[src/mrc_pkg.sv]
// Package for the Modbus RTU response checker.
// Holds the shared types, codes, constants and the byte-wise CRC-16 update.
// No dependencies.
package mrc_pkg;

  localparam int unsigned MAX_REGS = 125;

  localparam logic [15:0] CRC_INIT = 16'hFFFF;
  localparam logic [15:0] CRC_POLY = 16'hA001;
  localparam logic [7:0]  EXC_FLAG_MASK = 8'h80;
  localparam logic [7:0]  FUNC_READ_HOLDING = 8'd3;
  localparam logic [7:0]  FUNC_WRITE_MULTIPLE = 8'd16;
  localparam logic [8:0]  MIN_FRAME_LEN = 9'd5;
  localparam logic [8:0]  WRITE_FRAME_LEN = 9'd8;

  // Configuration register indexes
  typedef enum logic [1:0] {
    REG_SLAVE_ADDRESS     = 2'd0,
    REG_WRITE_MODE        = 2'd1,
    REG_EXPECTED_START    = 2'd2,
    REG_EXPECTED_QUANTITY = 2'd3
  } mrc_reg_idx_t;

  // Frame status codes
  typedef enum logic [1:0] {
    STATUS_OK        = 2'd0,
    STATUS_EXCEPTION = 2'd1,
    STATUS_MISMATCH  = 2'd2,
    STATUS_CRC_ERROR = 2'd3
  } mrc_status_t;

  // Result kinds
  localparam logic KIND_DATA   = 1'b0;
  localparam logic KIND_STATUS = 1'b1;

  typedef struct packed {
    logic [7:0]  slave_address;
    logic        write_mode;
    logic [15:0] expected_start;
    logic [6:0]  expected_quantity;
  } mrc_cfg_t;

  typedef struct packed {
    logic [7:0] rx_byte;
    logic       restart;
  } mrc_item_t;

  // CRC-16/Modbus update by one byte, eight reflected shift steps
  function automatic logic [15:0] crc16_byte(input logic [15:0] crc_in,
                                             input logic [7:0] data);
    logic [15:0] c;
    c = crc_in ^ {8'h00, data};
    for (int k = 0; k < 8; k++) begin
      if (c[0]) c = (c >> 1) ^ CRC_POLY;
      else      c = c >> 1;
    end
    return c;
  endfunction

endpackage

[src/mrc_if.sv]


interface mrc_out_if;
  logic       valid;
  logic       ready;
  logic       kind;
  logic [7:0] payload;
  logic [1:0] status;
  logic [7:0] exception_code;
  modport source (output valid, kind, payload, status, exception_code, input ready);
  modport sink   (input valid, kind, payload, status, exception_code, output ready);
endinterface


[src/mrc_frame_core.sv]
// Frame state, CRC check and result register of the response checker.
// Depends on mrc_pkg and mrc_out_if.
module mrc_frame_core
  import mrc_pkg::*;
(
  input  logic      clk,
  input  logic      rst,
  input  mrc_cfg_t  cfg,
  input  logic      item_valid,
  input  mrc_item_t item,
  output logic      take,
  mrc_out_if.source res
);

  logic [8:0]  byte_position, byte_position_next;
  logic [8:0]  frame_length, frame_length_next;
  logic [15:0] running_crc, running_crc_next;
  logic [7:0]  seen_id, seen_id_next;
  logic [7:0]  seen_function, seen_function_next;
  logic [7:0]  seen_exception, seen_exception_next;
  logic [31:0] echo_fields, echo_fields_next;
  logic [7:0]  crc_low_byte, crc_low_byte_next;

  logic [8:0]  pos_eff, flen_eff;
  logic [15:0] crc_eff;
  logic [31:0] echo_eff;
  logic [9:0]  pos_w, flen_w;
  logic        in_body, at_crc_low;
  logic        emit, emit_kind;
  logic [7:0]  emit_payload, emit_code;
  mrc_status_t emit_status;
  logic [15:0] got_crc;

  assign take = item_valid && (!res.valid || res.ready);

  // Per-byte frame logic
  always_comb begin
    pos_eff  = item.restart ? 9'd0 : byte_position;
    flen_eff = item.restart ? MIN_FRAME_LEN : frame_length;
    crc_eff  = item.restart ? CRC_INIT : running_crc;
    echo_eff = item.restart ? 32'd0 : echo_fields;
    pos_w    = {1'b0, pos_eff} + 10'd2;
    flen_w   = {1'b0, flen_eff};
    in_body    = pos_w < flen_w;
    at_crc_low = pos_w == flen_w;
    got_crc    = {item.rx_byte, crc_low_byte};

    byte_position_next  = pos_eff + 9'd1;
    frame_length_next   = flen_eff;
    running_crc_next    = crc_eff;
    echo_fields_next    = echo_eff;
    seen_id_next        = seen_id;
    seen_function_next  = seen_function;
    seen_exception_next = seen_exception;
    crc_low_byte_next   = crc_low_byte;

    emit         = 1'b0;
    emit_kind    = KIND_DATA;
    emit_payload = 8'd0;
    emit_status  = STATUS_OK;
    emit_code    = 8'd0;

    if (in_body) begin
      running_crc_next = crc16_byte(crc_eff, item.rx_byte);
      if (pos_eff == 9'd0) begin
        seen_id_next = item.rx_byte;
      end else if (pos_eff == 9'd1) begin
        seen_function_next = item.rx_byte;
      end else if (pos_eff == 9'd2) begin
        if ((seen_function & EXC_FLAG_MASK) != 8'd0) begin
          seen_exception_next = item.rx_byte;
          frame_length_next   = MIN_FRAME_LEN;
        end else if (cfg.write_mode) begin
          frame_length_next = WRITE_FRAME_LEN;
        end else begin
          frame_length_next = MIN_FRAME_LEN + {1'b0, item.rx_byte};
        end
      end
      // Echoed address and quantity, bytes two to five
      if (pos_eff >= 9'd2 && pos_eff <= 9'd5) begin
        echo_fields_next = {echo_eff[23:0], item.rx_byte};
      end
      // Read data forwarded before validation
      if (pos_eff >= 9'd3 && !cfg.write_mode &&
          (seen_function & EXC_FLAG_MASK) == 8'd0) begin
        emit         = 1'b1;
        emit_payload = item.rx_byte;
      end
    end else if (at_crc_low) begin
      crc_low_byte_next = item.rx_byte;
    end else begin
      // Last byte: status, then a fresh frame
      emit      = 1'b1;
      emit_kind = KIND_STATUS;
      if (got_crc != crc_eff) begin
        emit_status = STATUS_CRC_ERROR;
      end else if ((seen_function & EXC_FLAG_MASK) != 8'd0) begin
        if (seen_exception != 8'd0) begin
          emit_status = STATUS_EXCEPTION;
          emit_code   = seen_exception;
        end else begin
          emit_status = STATUS_MISMATCH;
        end
      end else if (seen_id != cfg.slave_address) begin
        emit_status = STATUS_MISMATCH;
      end else if (cfg.write_mode) begin
        if (seen_function != FUNC_WRITE_MULTIPLE ||
            echo_fields[31:16] != cfg.expected_start ||
            echo_fields[15:0] != {9'd0, cfg.expected_quantity} ||
            {25'd0, cfg.expected_quantity} > MAX_REGS) begin
          emit_status = STATUS_MISMATCH;
        end
      end else if (seen_function != FUNC_READ_HOLDING) begin
        emit_status = STATUS_MISMATCH;
      end
      byte_position_next = 9'd0;
      frame_length_next  = MIN_FRAME_LEN;
      running_crc_next   = CRC_INIT;
      echo_fields_next   = 32'd0;
    end
  end

  // Frame state
  always_ff @(posedge clk) begin
    if (rst) begin
      byte_position  <= 9'd0;
      frame_length   <= MIN_FRAME_LEN;
      running_crc    <= CRC_INIT;
      seen_id        <= 8'd0;
      seen_function  <= 8'd0;
      seen_exception <= 8'd0;
      echo_fields    <= 32'd0;
      crc_low_byte   <= 8'd0;
    end else if (take) begin
      byte_position  <= byte_position_next;
      frame_length   <= frame_length_next;
      running_crc    <= running_crc_next;
      seen_id        <= seen_id_next;
      seen_function  <= seen_function_next;
      seen_exception <= seen_exception_next;
      echo_fields    <= echo_fields_next;
      crc_low_byte   <= crc_low_byte_next;
    end
  end

  // Result register
  always_ff @(posedge clk) begin
    if (rst) begin
      res.valid <= 1'b0;
    end else if (take) begin
      res.valid <= emit;
    end else if (res.ready) begin
      res.valid <= 1'b0;
    end
  end

  always_ff @(posedge clk) begin
    if (take && emit) begin
      res.kind           <= emit_kind;
      res.payload        <= emit_payload;
      res.status         <= emit_status;
      res.exception_code <= emit_code;
    end
  end

  // Checks
  a_flen_min: assert property (@(posedge clk) disable iff (rst)
    frame_length >= MIN_FRAME_LEN)
    else $error("frame length below minimum");

  // The last byte of a frame sits at position frame_length - 1
  a_pos_bound: assert property (@(posedge clk) disable iff (rst)
    ({1'b0, byte_position} + 10'd1) <= {1'b0, frame_length})
    else $error("byte position ran past frame end");

  a_status_restarts: assert property (@(posedge clk) disable iff (rst)
    take && emit && emit_kind == KIND_STATUS |=> byte_position == 9'd0)
    else $error("frame not restarted after status");

  a_data_clean: assert property (@(posedge clk) disable iff (rst)
    res.valid && res.kind == KIND_DATA |-> res.status == STATUS_OK &&
    res.exception_code == 8'd0)
    else $error("data result carries status bits");

  a_code_only_exc: assert property (@(posedge clk) disable iff (rst)
    res.valid && res.exception_code != 8'd0 |-> res.status == STATUS_EXCEPTION)
    else $error("exception code without exception status");

endmodule

[src/flat_wrapper.sv]
// flat-port wrapper written by rule: the top's interface ports become plain ports
module mrc_frame_core_flat import mrc_pkg::*;
  (clk, rst, cfg, item_valid, item, take, res_valid, res_kind, res_payload, res_status, res_exception_code, res_ready);
  mrc_out_if res_i ();
  input  logic clk;
  input  logic rst;
  input  mrc_cfg_t cfg;
  input  logic item_valid;
  input  mrc_item_t item;
  output logic take;
  output wire logic [$bits(res_i.valid)-1:0] res_valid;
  output wire logic [$bits(res_i.kind)-1:0] res_kind;
  output wire logic [$bits(res_i.payload)-1:0] res_payload;
  output wire logic [$bits(res_i.status)-1:0] res_status;
  output wire logic [$bits(res_i.exception_code)-1:0] res_exception_code;
  input wire logic [$bits(res_i.ready)-1:0] res_ready;
  assign res_valid = res_i.valid;
  assign res_kind = res_i.kind;
  assign res_payload = res_i.payload;
  assign res_status = res_i.status;
  assign res_exception_code = res_i.exception_code;
  assign res_i.ready = res_ready;
  mrc_frame_core u_core (.clk(clk), .rst(rst), .cfg(cfg), .item_valid(item_valid), .item(item), .take(take), .res(res_i));
endmodule
[config.mk]
export PLATFORM = sky130hd
export DESIGN_NAME = mrc_frame_core_flat
export DESIGN_NICKNAME = d
export VERILOG_FILES = /design/src/mrc_pkg.sv /design/src/mrc_if.sv /design/src/mrc_frame_core.sv /design/src/flat_wrapper.sv
export SDC_FILE = /design/constraint.sdc
export NUM_CORES = 1
export LEC_CHECK = 0
export BUFFER_PORTS_ARGS = -buffer_cell sky130_fd_sc_hd__buf_4
export CELL_PAD_IN_SITES_DETAIL_PLACEMENT = 2
export CELL_PAD_IN_SITES_GLOBAL_PLACEMENT = 2
export CORE_ASPECT_RATIO = 0.7
export CORE_MARGIN = 2
export CORE_UTILIZATION = 37
export CTS_CLUSTER_DIAMETER = 60
export DETAILED_ROUTE_END_ITERATION = 10
export HOLD_SLACK_MARGIN = 0.12
export PLACE_DENSITY_LB_ADDON = 0.1
export SYNTH_ARGS = -nofsm -noshare
export SYNTH_HDL_FRONTEND = slang
export SYNTH_SLANG_ARGS = --single-unit
[constraint.sdc]
create_clock -name clk -period 5.7 [get_ports clk]
set_input_delay 1.14 -clock clk [delete_from_list [all_inputs] [get_ports clk]]
set_output_delay 1.14 -clock clk [all_outputs]
set_load 0.02 [all_outputs]
==> results.ini <==
[outcome]
status = finished, final reports clean

[setup_path]
crit_fanout = 35
cp.arrival_ns = 4.49
critPathRequiredTime_ns = 5.81
r2r_cells = 14
r2r_end = u_core.res.exception_code[1]
ff2ff_setup_slack_ns = 1.59
end_kind = register
critPathKind = in2reg
reg2reg_from = u_core.byte_position[2]
critical_path.startpoint_type = primary input

[sta]
period_minus_slack_ns = 4.38
tns_ns = 0
rsz0062_at_grt = no
tightestPinTransition_ns = 0.871
hold-worst-slack_ns = 0.450
post-route-period-util_pct = 76.9
finClkSkew_ns = 0.00733
finalSetupViolCount = 0
finalMaxSlewViolations = 0
maxSlewHeadroom_pct = 41.7
final_hold_viol_count = 0
timing.fmax_mhz = 228

[detailed_routing]
ant_nets = 0
drt_pre_antenna_iters = 4
post-route-drc-count = 0
vias_per_cell = 5.56
drtIter0Drc = 223
via_count = 5388
wirelength_microns = 21300
wl_per_cell_microns = 22.0

[synthesis]
yosysMostFrequentCell = dfxtp_1
synth_seq_cells = 118
ys_seq_area_share_pct = 40.7
async_flop_share_pct = 0
syn_inst = 684
yosys_warnings = 0
synth_ff_type = dfxtp_1
synth_area_leader_cell = dfxtp_1
yosysUniqueCellTypes = 70
synth.avg_cell_area_sq_um = 9.16
synth_nets = 741
synth_area_leaders = dfxtp_1 (32%), edfxtp_1 (9.1%), xnor2_1 (8.2%)
synthDominantCellAreaShare_pct = 31.6
synth-edff-count = 19
syn_area_sq_um = 6270
synth_commonest_cells = dfxtp_1 (99), nor2_1 (92), xnor2_1 (59)

[grt]
grt_pass1_vias = 6001
grt_pass1_wl_microns = 34300
grt_use_total_pct = 24.8
antenna_found_initial = 0
grt-ovfl-total = 0
grt_max_degree = 65

[power]
power_density_nw_per_um2 = 310
clkPwrFrac_pct = 50.4
sw_frac_of_total_pct = 24.9
p_switching_w = 0.000581
power.internal_w = 0.00176
irDropWorstVdd_uv = 164
power_frac_seq_pct = 38.3
power.total_w = 0.00234
p_leak_nw = 2.75
combPwrFrac_pct = 11.3

[worst_hold_path]
hp-class = reg2reg
min-delay-start = u_core.frame_length[0]
holdPathStages = 2
holdPathEnd = u_core.frame_length[0]

[place]
place_inst = 937
dp_hpwl_microns = 14500
routabilityCongestion = 0.791
port_buffers = 65

[final_layout]
drive_gt1_share_pct = 16.8
area_growth_pct = 20.3
diodes = 0
finalNonFillerCells = 969
layout.nets = 788

[clock_network]
ctsHoldBuffers = 0
numCtsBuffers = 17
cts_htree_levels = 4
path_clk_slew_ns = 0.05
cts_setup_buffers = 0
cts_buffer_depth = 2
worstSkewPairLatency_ns = 0.43
cts_root_buf = clkbuf_16
post_cts_resized = 0
cts_tree = done
cts_num_sinks = 118

[floorplanning]
rows = 39
start_util_pct = 38.1
dieHeight_microns = 113
die-area_sq_um = 18000
num_io_pins = 66
core_area_sq_um = 16400
die_w_microns = 160

[run]
maxCapViolCount = 0

==> metal layers <==
layer  track usage, %  up-vias  share of wire [%]
met3             4.29       27                3.4
met2             42.1       93                 49
li1                 -     2511                  -
met1             32.0     2757                 46
met4             9.21        0                1.9
met5                0        -                  0
==> cell families after synthesis <==
group           after synthesis  synth area share, %
simple gates                238                 19.6
fa+ha+maj                    13                 2.58
compound gates              136                 16.6
mux                          25                 4.01
buf+inv                      72                 4.79
flops                       118                 40.7
xor+xnor                     82                 11.7
==> worst max-delay path by stage <==
stage | from | endpoint | slack, ns | cells after the start
after floorplan | item[0] | u_core.res.exception_code[0] | 0.40 | 14
after global placement | item[0] | u_core.res.exception_code[2] | 1.16 | 15
after detailed placement | item[0] | u_core.res.exception_code[1] | 0.96 | 15
after CTS | item[0] | u_core.res.payload[7] | 1.32 | 15
after global routing | item[0] | u_core.res.payload[7] | 1.01 | 15
final | item[0] | u_core.res.exception_code[1] | 1.32 | 15
==> cells in the final DEF, fill, tap and decap left out, types with 24 or more instances in the layout <==
cell type,netlist,final
a22o_1,24,24
a21oi_1,30,30
nand2_1,26,26
xnor2_1,59,59
buf_4,1,72
inv_1,27,27
nor2_1,92,92
dfxtp_1,99,99
mux2i_1,24,24
==> sequential cells by signal, summed over array words and instances, names as in the netlist, 9 cells and up <==
name                  count
u_core.echo_fields       32
u_core.running_crc       16
u_core.byte_position      9
u_core.frame_length       9
==> power by group through the flow <==
stage | Combinational, W | Clock, W | Sequential (W)
4_1_cts | 0.000267 | 0.00120 | 0.000895
3_3_place_gp | 0.000250 | 0 | 0.000910
6_report | 0.000263 | 0.00118 | 0.000896
3_5_place_dp | 0.000262 | 0 | 0.000912
5_1_grt | 0.000290 | 0.00124 | 0.000899
2_1_floorplan | 0.000185 | 0 | 0.000901
==> cell type report <==
class,count,area (sq um)
clock buffer,19,433
clock inverter,13,204
fill,1775,8900
inverter,28,105
multi-input combinational,494,3420
sequential,118,2550
tap,225,282
timing repair buffer,72,541
==> critical path, stage by stage <==
cell and delay (ns):
buf_4 0.22, nand3b_1 0.28, nor2_1 0.29, nand2_1 0.12, xnor2_1 0.15, ha_1 0.33, a211oi_1 0.24, o21ai_0 0.15
o221ai_2 0.32, nand2_1 0.25, nor4_2 0.28, buf_4 0.23, nor2_1 0.05, nor2_1 0.11, buf_4 0.30
==> per-stage QoR <==
step | utilization, % | cell area (sq um) | setup slack (ns)
floorplan | - | 6270 | 0.399
global placement | 42.0 | 6900 | 1.16
detailed placement | 42.0 | 6900 | 0.958
CTS | 45.8 | 7540 | 1.32
global route | 45.8 | 7540 | 1.01
finish | 45.8 | 7540 | 1.32
Note: power is estimated with default switching activity, not from simulation.
